File: config.mk
export PLATFORM = sky130hd
export DESIGN_NAME = sha1_hash_engine
export DESIGN_NICKNAME = d
export VERILOG_FILES = /design/src/hdl/sha1_pkg.sv /design/src/hdl/sha1_round.sv /design/src/hdl/sha1_hash_engine.sv
export SDC_FILE = /design/constraint.sdc
export NUM_CORES = 2
export LEC_CHECK = 0
export BUFFER_PORTS_ARGS = -buffer_cell sky130_fd_sc_hd__buf_2
export CAP_MARGIN = 20
export CORE_AREA = 5 5 643 645
export DETAILED_ROUTE_END_ITERATION = 12
export DIE_AREA = 0 0 648 650
export GPL_ROUTABILITY_DRIVEN = 0
export MAX_ROUTING_LAYER = met4
export PLACE_DENSITY = 0.39
export SKIP_CTS_REPAIR_TIMING = 1
export SYNTH_ARGS = -nofsm -noshare
export SYNTH_HDL_FRONTEND = slang
export SYNTH_SLANG_ARGS = --single-unit
File: constraint.sdc
create_clock -name clk -period 13 [get_ports clk]
set_clock_uncertainty 0.1 [all_clocks]
set_input_delay 2.6 -clock clk [delete_from_list [all_inputs] [get_ports clk]]
set_output_delay 2.6 -clock clk [all_outputs]
set_load 0.02 [all_outputs]
File: src/hdl/sha1_pkg.sv
// sha1_pkg: shared types and constants for the sha-1 hash engine
// no dependencies
package sha1_pkg;

  typedef struct packed {
    logic [31:0] data_word;
    logic [2:0]  valid_bytes;
    logic        start_msg;
    logic        end_msg;
  } sha1_in_t;

  typedef struct packed {
    logic [31:0] digest_word;
    logic [2:0]  word_index;
    logic        digest_last;
  } sha1_out_t;

  localparam int unsigned CfgIdxW = 3;
  localparam logic [CfgIdxW-1:0] CFG_USE_MID = 3'd0;
  localparam logic [CfgIdxW-1:0] CFG_MID_H0  = 3'd1;
  localparam logic [CfgIdxW-1:0] CFG_MID_H1  = 3'd2;
  localparam logic [CfgIdxW-1:0] CFG_MID_H2  = 3'd3;
  localparam logic [CfgIdxW-1:0] CFG_MID_H3  = 3'd4;
  localparam logic [CfgIdxW-1:0] CFG_MID_H4  = 3'd5;
  localparam logic [CfgIdxW-1:0] CFG_MID_LEN = 3'd6;

  localparam logic [31:0] IV0 = 32'h67452301;
  localparam logic [31:0] IV1 = 32'hEFCDAB89;
  localparam logic [31:0] IV2 = 32'h98BADCFE;
  localparam logic [31:0] IV3 = 32'h10325476;
  localparam logic [31:0] IV4 = 32'hC3D2E1F0;
  localparam logic [7:0]  PAD_BYTE = 8'h80;

  function automatic logic [31:0] round_k(input logic [6:0] t);
    logic [31:0] k;
    if (t < 7'd20) k = 32'h5A827999;
    else if (t < 7'd40) k = 32'h6ED9EBA1;
    else if (t < 7'd60) k = 32'h8F1BBCDC;
    else k = 32'hCA62C1D6;
    return k;
  endfunction

endpackage

File: src/hdl/sha1_round.sv
// sha1_round: one sha-1 round per cycle while step is high, over the working variables and the
// 16-entry schedule window; depends on sha1_pkg
module sha1_round import sha1_pkg::*; (
  input  logic          clk,
  input  logic          ld,
  input  logic [159:0]  ld_abcde,
  input  logic          step,
  input  logic [6:0]    t,
  input  logic [511:0]  blk,
  output logic [159:0]  abcde
);

  logic [31:0] a_r, b_r, c_r, d_r, e_r;
  logic [31:0] w_r [16];
  logic [31:0] w, f, tmp, wn;
  logic [3:0]  ti;

  assign ti = t[3:0];
  assign wn = {w_r[(ti + 4'd13)] ^ w_r[(ti + 4'd8)] ^ w_r[(ti + 4'd2)] ^ w_r[ti]};

  always_comb begin
    if (t < 7'd16) w = w_r[ti];
    else w = {wn[30:0], wn[31]};
    if (t < 7'd20) f = (b_r & c_r) | (~b_r & d_r);
    else if (t < 7'd40 || t >= 7'd60) f = b_r ^ c_r ^ d_r;
    else f = (b_r & c_r) | (b_r & d_r) | (c_r & d_r);
    tmp = {a_r[26:0], a_r[31:27]} + f + e_r + w + round_k(t);
  end

  always_ff @(posedge clk) begin
    if (ld) begin
      {a_r, b_r, c_r, d_r, e_r} <= ld_abcde;
      for (int i = 0; i < 16; i++) w_r[i] <= blk[511 - 32*i -: 32];
    end else if (step) begin
      w_r[ti] <= w;
      e_r <= d_r;
      d_r <= c_r;
      c_r <= {b_r[1:0], b_r[31:2]};
      b_r <= a_r;
      a_r <= tmp;
    end
  end

  assign abcde = {a_r, b_r, c_r, d_r, e_r};

endmodule

File: src/hdl/sha1_hash_engine.sv
// sha1_hash_engine: top level, word buffering, padding and sequencing
// depends on sha1_pkg and sha1_round
//
// usage: message words enter on in_valid/in_ready as sha1_in_t. start_msg
// loads the chaining value and byte count from the standard values or the
// midstate registers (cfg_*, indexes 0..6). each accepted word is stored in
// the block buffer; the sixteenth word of a block starts the compression: a
// load state, 80 rounds at one round per cycle in the shared round unit and
// a chaining add state, and in_ready is low meanwhile. an end word is
// padded: the pad and length words are fed one per cycle, pausing for each
// compression, into the same buffer, which runs one or two more compressions.
// then five digest words leave on out_valid/out_ready, one per accepted
// transfer; a stall on the output holds the digest word and the engine waits.
// reset (rst_n low, synchronous) restores the standard chaining value,
// clears counters and config registers to their reset values.
module sha1_hash_engine import sha1_pkg::*; (
  input  logic                clk,
  input  logic                rst_n,
  input  logic                in_valid,
  output logic                in_ready,
  input  sha1_in_t            in_data,
  output logic                out_valid,
  input  logic                out_ready,
  output sha1_out_t           out_data,
  input  logic                cfg_we,
  input  logic [CfgIdxW-1:0]  cfg_idx,
  input  logic [60:0]         cfg_wdata
);

  localparam logic [2:0] S_IN   = 3'd0;
  localparam logic [2:0] S_PAD  = 3'd1;
  localparam logic [2:0] S_RUN  = 3'd2;
  localparam logic [2:0] S_ADD  = 3'd3;
  localparam logic [2:0] S_OUT  = 3'd4;

  logic [2:0]   state_r, state_nxt;
  logic         use_mid_r;
  logic [159:0] mid_r;
  logic [60:0]  mid_len_r;
  logic [159:0] h_r;
  logic [60:0]  bytes_r;
  logic [3:0]   pos_r;
  logic [6:0]   t_r;
  logic [511:0] blk_r;
  logic         fin_r;
  logic [2:0]   pend_r;
  logic [1:0]   seq_r;
  logic [2:0]   oi_r;
  logic         ld, step;
  logic [159:0] abcde;
  logic [31:0]  mask, mark, pw;
  logic [2:0]   vb;
  logic [63:0]  bits;

  sha1_round u_round (
    .clk(clk), .ld(ld), .ld_abcde(h_r), .step(step), .t(t_r),
    .blk(blk_r), .abcde(abcde)
  );

  assign in_ready  = (state_r == S_IN);
  assign out_valid = (state_r == S_OUT);
  assign out_data.digest_word = h_r[159 - 32*oi_r -: 32];
  assign out_data.word_index  = oi_r;
  assign out_data.digest_last = (oi_r == 3'd4);
  assign step = (state_r == S_RUN);
  assign bits = {bytes_r, 3'b000};

  always_comb begin
    vb = (in_data.valid_bytes > 3'd4) ? 3'd4 : in_data.valid_bytes;
    unique case (vb)
      3'd0: begin mask = 32'h0; mark = {PAD_BYTE, 24'h0}; end
      3'd1: begin mask = 32'hFF000000; mark = {8'h0, PAD_BYTE, 16'h0}; end
      3'd2: begin mask = 32'hFFFF0000; mark = {16'h0, PAD_BYTE, 8'h0}; end
      3'd3: begin mask = 32'hFFFFFF00; mark = {24'h0, PAD_BYTE}; end
      default: begin mask = 32'hFFFFFFFF; mark = 32'h0; end
    endcase
    // pad sequence words: pend 1 = 0x80 word, 2 = zero fill, 3 = len hi, 4 = len lo
    unique case (pend_r)
      3'd1: pw = {PAD_BYTE, 24'h0};
      3'd3: pw = bits[63:32];
      3'd4: pw = bits[31:0];
      default: pw = 32'h0;
    endcase
  end

  assign ld = (state_r == S_PAD && seq_r == 2'd1);

  always_ff @(posedge clk) begin
    if (!rst_n) begin
      state_r   <= S_IN;
      use_mid_r <= 1'b0;
      mid_r     <= {IV0, IV1, IV2, IV3, IV4};
      mid_len_r <= '0;
      h_r       <= {IV0, IV1, IV2, IV3, IV4};
      bytes_r   <= '0;
      pos_r     <= '0;
      t_r       <= '0;
      fin_r     <= 1'b0;
      pend_r    <= '0;
      seq_r     <= '0;
      oi_r      <= '0;
    end else begin
      if (cfg_we) begin
        unique case (cfg_idx)
          CFG_USE_MID: use_mid_r <= cfg_wdata[0];
          CFG_MID_H0:  mid_r[159:128] <= cfg_wdata[31:0];
          CFG_MID_H1:  mid_r[127:96]  <= cfg_wdata[31:0];
          CFG_MID_H2:  mid_r[95:64]   <= cfg_wdata[31:0];
          CFG_MID_H3:  mid_r[63:32]   <= cfg_wdata[31:0];
          CFG_MID_H4:  mid_r[31:0]    <= cfg_wdata[31:0];
          CFG_MID_LEN: mid_len_r <= cfg_wdata;
          default: ;
        endcase
      end
      unique case (state_r)
        S_IN: begin
          if (in_valid) begin
            logic [3:0]   p;
            logic [159:0] h;
            logic [60:0]  nb;
            p  = in_data.start_msg ? 4'd0 : pos_r;
            h  = in_data.start_msg ? (use_mid_r ? mid_r : {IV0, IV1, IV2, IV3, IV4}) : h_r;
            nb = in_data.start_msg ? (use_mid_r ? mid_len_r : 61'd0) : bytes_r;
            h_r <= h;
            if (!in_data.end_msg) begin
              bytes_r <= nb + 61'd4;
              blk_r[511 - 32*p -: 32] <= in_data.data_word;
              pos_r <= p + 4'd1;
              if (p == 4'd15) begin
                seq_r <= 2'd1;
                fin_r <= 1'b0;
                pend_r <= 3'd0;
                state_r <= S_PAD;
              end
            end else begin
              bytes_r <= nb + {58'd0, vb};
              blk_r[511 - 32*p -: 32] <= (in_data.data_word & mask) | mark;
              pos_r <= p + 4'd1;
              fin_r <= 1'b1;
              pend_r <= (vb == 3'd4) ? 3'd1 : ((p == 4'd13) ? 3'd3 : 3'd2);
              seq_r <= (p == 4'd15) ? 2'd1 : 2'd0;
              state_r <= S_PAD;
            end
          end
        end
        S_PAD: begin
          if (seq_r == 2'd1) begin
            t_r <= '0;
            seq_r <= 2'd0;
            state_r <= S_RUN;
          end else begin
            logic [2:0] np;
            blk_r[511 - 32*pos_r -: 32] <= pw;
            pos_r <= pos_r + 4'd1;
            np = pend_r;
            if (pend_r == 3'd1 || pend_r == 3'd2)
              np = (pos_r + 4'd1 == 4'd14) ? 3'd3 : 3'd2;
            else if (pend_r == 3'd3) np = 3'd4;
            else np = 3'd5;
            // after the 0x80 word at pos 14 or 15, zero fill and spill into a new block
            if (pend_r == 3'd1 && pos_r == 4'd14) np = 3'd2;
            if (pend_r == 3'd1 && pos_r == 4'd15) np = 3'd2;
            pend_r <= np;
            if (pos_r == 4'd15) seq_r <= 2'd1;
          end
        end
        S_RUN: begin
          t_r <= t_r + 7'd1;
          if (t_r == 7'd79) state_r <= S_ADD;
        end
        S_ADD: begin
          h_r <= {h_r[159:128] + abcde[159:128], h_r[127:96] + abcde[127:96],
                  h_r[95:64] + abcde[95:64], h_r[63:32] + abcde[63:32],
                  h_r[31:0] + abcde[31:0]};
          if (!fin_r) state_r <= S_IN;
          else if (pend_r == 3'd5) begin
            oi_r <= '0;
            state_r <= S_OUT;
          end else state_r <= S_PAD;
        end
        S_OUT: begin
          if (out_ready) begin
            oi_r <= oi_r + 3'd1;
            if (oi_r == 3'd4) begin
              bytes_r <= '0;
              pos_r <= '0;
              fin_r <= 1'b0;
              state_r <= S_IN;
            end
          end
        end
        default: state_r <= S_IN;
      endcase
    end
  end

endmodule

==> flow_metrics.tcl <==
set metrics [dict create \
    place_area_mm2 0.1087 \
    worstPathArrival_ps 10590 \
    grt_usage_pct 24.59 \
    cts_buffers 207 \
    power.total_w 0.01725 \
    r2r_cells 27 \
    power_frac_comb_pct 27.3 \
    dp_cells 14380 \
    synthesis.nets 9723 \
    timing.max_cap.violations 0 \
    drt_wl_total_mm 520.0 \
    whs_path_depth 2 \
    critPathCaptureType "register" \
    power_density_mw_per_mm2 148.9 \
    die_area_mm2 0.4212 \
    max_slew.worst_pin.slew_ps 1267 \
    clock.fmax_ghz 0.09954 \
    path_class "register to register" \
    status "finished clean" \
    grt_pass1_wl_mm 706.5 \
    grt_max_degree 171 \
    path_clk_slew_ps 60 \
    p_sw_w 0.006040 \
    syn_to_final_growth_pct 14.41 \
    drive_gt1_share_pct 19.47 \
    synth-edff-count 1184 \
    ys_types 89 \
    ys_ff_latch 1653 \
    rsz0062_at_grt "no" \
    fin_crit_sh_pct 77.28 \
    hold_class "register to register" \
    seq_area_frac_synth_pct 44.39 \
    postSynth.asyncResetShare_pct 0 \
    worstHoldStart "mid_r[96]" \
    io_buffers 143 \
    first_iter_violations 10910 \
    period_minus_slack_ps 10050 \
    hpwlAfterDp_mm 355.0 \
    seq_power_share_pct 37.5 \
    die_h_um 650 \
    drc_errors 0 \
    numClockSinks 1653 \
    vdd_ir_drop_max_mv 0.1015 \
    top_level_ports 144 \
    crit_fanout 97 \
    antenna_found_initial 60 \
    finalSetupViolations 0 \
    grt_pass1_vias 81220 \
    rows 235 \
    rr_endpoint "u_round.a_r[31]" \
    fin_nets 9621 \
    final_cells 14830 \
    synth_area_mm2 0.1012 \
    cts_max_level 4 \
    ys_warn_count 0 \
    relSlewSlack_pct 14.61 \
    first_pass_iters 9 \
    die_x_um 648 \
    p_leak_nw 39.03 \
    cp_data_required_time_ps 13550 \
    design_area_mm2 0.1158 \
    viasPerCell 5.643 \
    cts_tree "built" \
    cts_root_buf "clkbuf_16" \
    timing.final.max_slew_violations 0 \
    wl_per_cell_um 35.06 \
    start_util_pct 24.84 \
    r2r-start "t_r[1]" \
    via_count 83700 \
    startpoint_type "register" \
    final_util_pct 28.42 \
    p_sw_share_pct 35.01 \
    clock_path_buffers 4 \
    power_frac_clock_pct 35.2 \
    clock_latency_ps 970 \
    holdPathEnd "mid_r[96]" \
    ys.flop_type "edfxtp_1" \
    finalHoldViolCount 0 \
    rrSetupSlack_ps 2950 \
    finalSetupTns_ps 0 \
    overflow 0 \
    coreArea_mm2 0.4075 \
    avgSynthCellArea_um2 10.95 \
    syn_inst 9248 \
    p_int_w 0.01121 \
    antenna_left 0 \
]
## layout make-up
cell class                 instances  area [um^2]
fill                           42240       291700
inverter                         290         1094
clock inverter                   107         1092
sequential                      1653        44980
clock buffer                     276         5784
timing repair buffer             397         2805
antenna                           62        155.1
multi-input combinational       6597        53100
tap                             5451         6820
## metal layers
metal	GRT usage [%]	share of wire, %
met5	-	0
met3	5.422	8.9
met4	10.56	5.2
met1	30.44	39
met2	38.63	47
## state kept, by name, summed over array words and instances, names as in the netlist, named ones only
signal       cells
blk_r          512
bytes_r         61
fin_r            1
h_r            160
mid_len_r       61
mid_r          160
oi_r             3
pend_r           3
pos_r            4
seq_r            1
state_r          3
t_r              7
u_round.a_r     32
u_round.b_r     32
u_round.c_r     32
u_round.d_r     32
u_round.e_r     32
u_round.w_r    512
use_mid_r        1
## power groups by stage
stage	registers (W)	clock network, W	logic (W)
after floorplan	0.00634	0	0.00299
after global placement	0.00655	0	0.00462
after detailed placement	0.00656	0	0.00465
after CTS	0.00645	0.00614	0.00466
after global routing	0.00648	0.00634	0.00506
final	0.00647	0.00607	0.00472
## cell usage in the layout, fill, tap and decap left out, types with 61 or more instances in the layout
cell / synthesis / routed
nand3_1: 292 / 275
fa_1: 125 / 125
diode_2: 0 / 62
a21o_1: 73 / 72
ha_1: 244 / 241
mux2_2: 270 / 270
dfxtp_1: 469 / 459
xor2_1: 147 / 146
nor2_1: 324 / 310
nor3_1: 72 / 65
xnor2_1: 162 / 160
clkbuf_16: 0 / 213
buf_2: 120 / 141
a21boi_0: 149 / 149
o21ai_0: 618 / 618
buf_4: 6 / 238
nor2b_1: 118 / 118
a21oi_1: 231 / 218
a22oi_1: 92 / 89
inv_1: 288 / 287
mux4_2: 671 / 671
o22ai_1: 304 / 303
nand2_1: 1766 / 1736
edfxtp_1: 1184 / 1184
o21ai_1: 127 / 110
a22o_1: 61 / 61
## cell usage after synthesis, types with 16 or more instances
master | count | share of area [%]
and2_1 | 41 | 0.25
xnor2_1 | 162 | 1.4
a22oi_1 | 92 | 0.68
a32o_1 | 28 | 0.28
o211ai_1 | 55 | 0.41
inv_1 | 288 | 1.1
a21o_1 | 73 | 0.54
a221oi_1 | 51 | 0.44
o221ai_1 | 59 | 0.51
buf_1 | 61 | 0.23
a211oi_1 | 28 | 0.21
buf_2 | 120 | 0.59
o21ai_0 | 618 | 3.1
nand4_1 | 33 | 0.20
o22ai_1 | 304 | 1.9
dfxtp_1 | 469 | 9.3
o311ai_0 | 20 | 0.17
a31oi_1 | 54 | 0.33
nor3_1 | 72 | 0.36
or3_1 | 20 | 0.12
xor2_1 | 147 | 1.3
a22o_1 | 61 | 0.53
nor2_1 | 324 | 1.2
clkbuf_1 | 521 | 1.9
a21oi_1 | 231 | 1.1
o21a_1 | 28 | 0.21
a21boi_0 | 149 | 1.1
mux4_2 | 671 | 15
o32ai_1 | 18 | 0.16
o21ai_1 | 127 | 0.63
o211a_1 | 16 | 0.16
mux2_2 | 270 | 3.0
nand3b_1 | 16 | 0.12
o21bai_1 | 22 | 0.16
fa_1 | 125 | 2.5
nand2b_1 | 50 | 0.31
ha_1 | 244 | 3.0
nand2_1 | 1766 | 6.5
nand3_1 | 292 | 1.4
nor3b_1 | 18 | 0.13
nor2b_1 | 118 | 0.73
and3_1 | 31 | 0.19
edfxtp_1 | 1184 | 35
## cells by family (layout without fill, tap and decap cells)
group	Yosys count	count (layout)	share of synthesized area (%)
and+or+nand+nor	2835	2835	12.07
AOI/OAI and AO/OA	2130	2130	13.44
DFF	1653	1653	44.39
buffers and inverters	998	1070	3.871
muxes	954	954	18.06
adders and majority gates	369	369	5.487
xor gates and xnor gates	309	309	2.673
other	0	62	0
## worst max path at each step
stage                start               to  slack [ps]
floorplan           t_r[1]  u_round.a_r[31]        4270
global placement    t_r[1]  u_round.a_r[31]        3040
detailed placement  t_r[1]  u_round.a_r[31]        2940
CTS                 t_r[1]  u_round.a_r[31]        2930
global route        t_r[1]  u_round.a_r[31]        2410
finish              t_r[1]  u_round.a_r[31]        2950
## worst max-delay path, cell delays in order (launching register included)
cell and delay [ps]:
dfxtp_4 870, inv_1 210, ha_4 780, buf_12 670, mux4_2 610, mux4_2 490
xor2_1 180, xnor2_1 250, o21ai_1 110, buf_4 230, fa_1 430, inv_1 80
fa_1 430, fa_1 500, inv_1 50, ha_1 200, inv_1 90, fa_1 210
nor2b_1 70, o31a_1 280, o41a_1 390, a21oi_1 460, o21ai_1 220, o31a_1 330
o41ai_1 780, o221ai_1 280, xnor2_1 190, a21oi_1 80
## metrics by stage
stage          worst slack (ps)  hold slack, ps
5_1_grt                    2406           365.5
2_1_floorplan              4270           328.7
3_5_place_dp               2937           351.4
6_report                   2954           364.7
3_3_place_gp               3043           347.6
4_1_cts                    2928           352.5
(Power assumes the default switching activity.)
